File: src/rtl/core/cks_pkg.sv
package cks_pkg;

  localparam int TABLE_ENTRIES = 256;
  localparam int IDX_W         = $clog2(TABLE_ENTRIES);
  localparam int COORD_W       = 16;
  localparam int HANDLE_W      = 16;
  localparam int STATUS_W      = 3;
  localparam int SLOT_IDX_W    = 8;

  localparam logic [STATUS_W-1:0] ST_FOUND     = 3'd0;
  localparam logic [STATUS_W-1:0] ST_INSERTED  = 3'd1;
  localparam logic [STATUS_W-1:0] ST_NOT_FOUND = 3'd2;
  localparam logic [STATUS_W-1:0] ST_FULL      = 3'd3;
  localparam logic [STATUS_W-1:0] ST_NO_HANDLE = 3'd4;

  typedef logic [IDX_W-1:0] idx_t;

  typedef struct packed {
    logic [COORD_W-1:0]  key_x;
    logic [COORD_W-1:0]  key_y;
    logic [COORD_W-1:0]  key_z;
    logic [HANDLE_W-1:0] handle;
  } slot_entry_t;

  typedef struct packed {
    logic                have_match;
    idx_t                match_idx;
    logic [HANDLE_W-1:0] match_handle;
    logic                have_free;
    idx_t                free_idx;
  } scan_res_t;

endpackage

File: src/rtl/core/cks_scan_unit.sv
module cks_scan_unit
  import cks_pkg::*;
(
  input  logic               clk,
  input  logic               rst_n,
  input  logic               clr,
  input  logic               rd_en,
  input  idx_t               rd_idx,
  input  logic               rd_used,
  input  slot_entry_t        rd_data,
  input  logic [COORD_W-1:0] req_x,
  input  logic [COORD_W-1:0] req_y,
  input  logic [COORD_W-1:0] req_z,
  output scan_res_t          res
);

  // read address and in-use bit are registered to line up with the memory's registered read
  logic      go_r;
  idx_t      idx_r;
  logic      used_r;
  scan_res_t res_r, res_nxt;
  logic      key_eq;

  always_ff @(posedge clk) begin
    if (!rst_n) begin
      go_r <= 1'b0;
    end else begin
      go_r <= rd_en;
    end
  end

  always_ff @(posedge clk) begin
    idx_r  <= rd_idx;
    used_r <= rd_used;
  end

  assign key_eq = (rd_data.key_x == req_x) && (rd_data.key_y == req_y) &&
                  (rd_data.key_z == req_z);

  always_comb begin
    res_nxt = res_r;
    if (clr) begin
      res_nxt.have_match = 1'b0;
      res_nxt.have_free  = 1'b0;
    end else if (go_r) begin
      if (used_r) begin
        if (!res_r.have_match && key_eq) begin
          res_nxt.have_match   = 1'b1;
          res_nxt.match_idx    = idx_r;
          res_nxt.match_handle = rd_data.handle;
        end
      end else if (!res_r.have_free) begin
        res_nxt.have_free = 1'b1;
        res_nxt.free_idx  = idx_r;
      end
    end
  end

  always_ff @(posedge clk) begin
    res_r <= res_nxt;
    if (!rst_n) begin
      res_r.have_match <= 1'b0;
      res_r.have_free  <= 1'b0;
    end
  end

  assign res = res_r;

endmodule

File: config.mk
export PLATFORM = sky130hd
export DESIGN_NAME = cks_scan_unit
export DESIGN_NICKNAME = d
export VERILOG_FILES = /design/src/rtl/core/cks_pkg.sv /design/src/rtl/core/cks_scan_unit.sv
export SDC_FILE = /design/constraint.sdc
export NUM_CORES = 1
export LEC_CHECK = 0
export BUFFER_PORTS_ARGS = -buffer_cell sky130_fd_sc_hd__buf_2
export CAP_MARGIN = 20
export CELL_PAD_IN_SITES_DETAIL_PLACEMENT = 0
export CELL_PAD_IN_SITES_GLOBAL_PLACEMENT = 1
export CORE_ASPECT_RATIO = 0.8
export CORE_MARGIN = 4
export CORE_UTILIZATION = 29
export DETAILED_ROUTE_END_ITERATION = 7
export PLACE_DENSITY_LB_ADDON = 0.1
export REMOVE_ABC_BUFFERS = 1
export SYNTH_ARGS = -nofsm -noshare
export SYNTH_HDL_FRONTEND = slang
export SYNTH_SLANG_ARGS = --single-unit
export TNS_END_PERCENT = 5
File: constraint.sdc
create_clock -name clk -period 5.4 [get_ports clk]
set_input_delay 1.08 -clock clk [delete_from_list [all_inputs] [get_ports clk]]
set_output_delay 1.08 -clock clk [all_outputs]
set_load 0.05 [all_outputs]
After elaboration in Yosys (flattened, before gate mapping)

Index checks and enable logic that the tools add are counted.
Widths: inputs -> output; s select.

Output and inout port bits: 34
Flip-flop bits (word level): 44

Equal/unequal tests: 3
Reductions and logical operators: 9
Bitwise gates (word level): 4

Operator list:

| operator          | count |
|---|---|
| $eq 16x16->1      | 3 |
| $reduce_and 4->1  | 2 |
| $not 1->1         | 4 |
| $logic_and 1x1->1 | 3 |
| $reduce_and 3->1  | 1 |
| $reduce_and 2->1  | 1 |
| $reduce_or 2->1   | 1 |
| $logic_not 1->1   | 1 |

Logic depth before layout (Yosys ltp)

Depth after elaboration: 5
Gate-level depth with buffers: 5

Worst setup path after synthesis

No wires, ideal clock.

Path kind: input to register
Start: input port req_z[2]
End: register res_r, in the netlist res[10], enable pin
Required time: 4.995 ns
Stages: 5
Library setup time: 0.405 ns
Arrival time: 2.752 ns
Slack: 2.244 ns
Cells stage by stage: xnor2_1 -> nand4_1 -> nor4_1 -> nand4_1 -> nor2_1

Longest elaborated chain between the ends: 4

Ends and longest elaborated chain:

| element                           | RTL line            | RTL |
|---|---|---|
| from (decl)                       | cks_scan_unit.sv:13 | `input logic [COORD_W-1:0] req_z,` |
| $eq 16x16->1                      | cks_scan_unit.sv:38 | `(rd_data.key_z == req_z);` |
| $logic_and 1x1->1                 | cks_scan_unit.sv:37 | `assign key_eq = (rd_data.key_x == req_x) && (rd_data.key_y == req_y) &&` |
| $logic_and 1x1->1                 | cks_scan_unit.sv:47 | `if (!res_r.have_match && key_eq) begin` |
| $reduce_and 4->1 (no source line) | -                   |  |
| to (signal assigned)              | cks_scan_unit.sv:60 | `res_r <= res_nxt;` |
| to (decl)                         | cks_scan_unit.sv:21 | `scan_res_t res_r, res_nxt;` |

No other way between the ends.
A chain may end at the register's enable or synchronous reset.

Worst setup path after layout

Start: input port req_x[5]
End: register res_r, in the netlist res[19], enable pin

Longest elaborated chain between the ends: 5

Ends and longest elaborated chain:

| element                           | RTL line            | RTL |
|---|---|---|
| from (decl)                       | cks_scan_unit.sv:11 | `input logic [COORD_W-1:0] req_x,` |
| $eq 16x16->1                      | cks_scan_unit.sv:37 |  |
| $logic_and 1x1->1 (2 in series)   | cks_scan_unit.sv:37 |  |
| $logic_and 1x1->1                 | cks_scan_unit.sv:47 |  |
| $reduce_and 4->1 (no source line) | -                   |  |

No other way between the ends.

==> results.cfg <==
[worst_setup_path]
cp-end-kind = flop
cp_slowest_cell = nor4_1
r2r_slack_ps = 3700
crit_top_cell = nand4_1
crit_fanout = 19
crit_family = simple AND/OR/NAND/NOR gates
path_buf_inv = 2
arrival_ps = 2640
path_class = input pin to flop
slowest_delay_ps = 390
cp-startpoint = req_x[5]
reg2reg_depth = 5
required_ps = 5400
rr_startpoint = used_r
crit_chain = buf_2 > xnor2_1 > nand4_1 > nor4_1 > nand4_1 > nor2_2 > buf_16
startpoint_type = input pin
regToRegEndpoint = res[19]

[cts]
cts_buffer_depth = 2
cts_tree = done
cts_sinks = 44
ctsHoldBuffers = 0
path_clk_slew_ps = 80
postCtsSetupBuffers = 0
htree_levels = 2
numCtsBuffers = 5
cts_root_buf = clkbuf_8
insertion_delay_ps = 290
cts_resized = 0

[grt]
track_usage_pct = 11.7
grt_max_degree = 20
overflow = 0
grt_pass1_wl_mm = 6.62
grt_pass1_vias = 1447
antenna_found_initial = 0

[synthesis]
synth_warnings = 0
yosys.area.top_type_share_pct = 54.1
yosysTopAreaCell = edfxtp_1
synth_area_leaders = edfxtp_1 54%, xnor2_1 23%, dfxtp_1 14%, nand4_1 4.2%, nor4_1 1.1%
syn_avg_cell_area_sq_um = 14.9
yosysUniqueCellTypes = 15
mappedNetlistArea_sq_um = 1780
ys_seq_area_share_pct = 67.7
yosys_register_bits = 44
syn_inst = 119

[power_and_ir_drop]
power_density_nw_per_um2 = 236
swShare_pct = 21.9
clkPwrFrac_pct = 29.9
power.switching_uw = 144
leakage_nw = 1.20
p_comb_share_pct = 14.1
peakVddDrop_uv = 158
finalPower_uw = 659
p_seq_share_pct = 56.0
intPower_uw = 515

[die]
fp.dieH_microns = 78.0
die-area_sq_um = 7450
start_util_pct = 30.0
core_sq_um = 5910
rows = 25
die_w_microns = 95.5
pin_count = 159

[drt]
num_vias = 1469
viasPerCell = 4.00
firstDrtPassIters = 4
drc = 0
wl_per_cell_microns = 12.9
ant_nets = 0
wl_mm = 4.72
drt_iter0_drc = 18

[hold_path]
min-delay-start = idx_r[6]
hold_end = res[6]
whs_path_depth = 0
hold_path_class = flop to flop

[placed_design]
io_buffers = 158
dpl_worst_slack_ps = 2390
gp_congestion = 0.687
placement.cell_area_sq_um = 2700
dpl.hpwl_mm = 4.05

[layout]
fin_nets = 410
seq_area_sq_um = 1200
antennaDiodeCount = 0
fillers = 574
multi_input_area_sq_um = 576
syn2layout_area_growth_pct = 57.2
stdcell_area_sq_um = 2790
layout-drive-gt1-share_pct = 59.1

[timing]
period_minus_slack_ps = 2640
period_share_pct = 48.9
fin_skew_ps = 5.96
setup_violations = 0
setup_tns_ps = 0
slew_headroom_pct = 35.0
slew_viol_final = 0
fmax_ghz = 0.379
timing.final.ws_setup_ps = 2760
hold_viol = 0
grt_setup_unrepaired = no
tightest_slew_ps = 972

[status]
status = finished clean

[job]
drv_cap = 0
-- cell families after synthesis --
group | after synthesis | synth area share, %
flops | 44 | 67.7
simple gates | 23 | 7.68
xor+xnor | 48 | 23.7
buf+inv | 2 | 0.423
compound gates | 2 | 0.564
-- cells in the final DEF, fill, tap and decap left out --
cell | netlist | routed
buf_2 | 0 | 158
nand2_1 | 1 | 1
xor2_1 | 1 | 1
dfxtp_1 | 12 | 12
clkbuf_8 | 0 | 5
nand3_1 | 1 | 1
nor2_2 | 0 | 1
nor4_1 | 3 | 3
nand2b_1 | 1 | 1
xnor2_1 | 47 | 47
and2_1 | 1 | 1
nor3_1 | 1 | 1
clkinv_4 | 0 | 1
buf_16 | 0 | 1
inv_1 | 2 | 2
edfxtp_1 | 32 | 32
nand4_1 | 12 | 12
a21oi_1 | 2 | 2
nor4b_2 | 0 | 1
nor2_1 | 2 | 1
clkinv_2 | 0 | 2
-- per-layer routing --
metal  vias up  track usage [%]  share of wire, %
met5         -                0                 0
met4         0             1.28              0.32
met3         3             4.84                14
met2        82             21.2                48
met1       627             13.1                37
li1        757                -                 -
-- through the flow --
step | hold WS (ps) | instances | util, %
finish | 429 | 367 | 47.2
global route | 451 | 367 | 47.2
CTS | 433 | 367 | 47.2
detailed placement | 415 | 359 | 45.7
global placement | 406 | 358 | 45.3
floorplan | 404 | 119 | -
-- flip-flops by register name, summed over array words and instances (netlist names) --
signal / flops
go_r: 1
res: 34
used_r: 1
idx_r: 8
-- worst max-delay path by stage --
stage                    to  slack (ps)  depth (start not counted)
finish              res[19]        2760                          7
global route        res[10]        2490                          7
CTS                 res[10]        2690                          7
detailed placement  res[17]        2390                          7
global placement    res[17]        1930                          6
floorplan           res[10]        2240                          5
-- power groups by stage --
stage | logic, mW | registers (mW) | clock network (mW)
global route | 0.102 | 0.370 | 0.223
global placement | 0.0936 | 0.377 | 0
CTS | 0.0947 | 0.369 | 0.205
finish | 0.0930 | 0.369 | 0.197
floorplan | 0.0357 | 0.381 | 0
detailed placement | 0.0941 | 0.377 | 0
-- cell type report --
type	instances	area share, %
repair buffers	159	29.3
clock inverters	3	0.672
clock buffers	5	2.47
inverters	2	0.269
flip-flops and latches	44	43.0
well taps	81	3.63
multi-input cells	73	20.6
-- synthesized netlist by cell type --
cell type / number
nor2_1: 2
a21oi_1: 2
nand4_1: 12
nor4b_1: 1
xnor2_1: 47
nand3_1: 1
and2_1: 1
nand2_1: 1
nor4_1: 3
dfxtp_1: 12
inv_1: 2
xor2_1: 1
edfxtp_1: 32
nand2b_1: 1
nor3_1: 1
(Power assumes the default switching activity.)
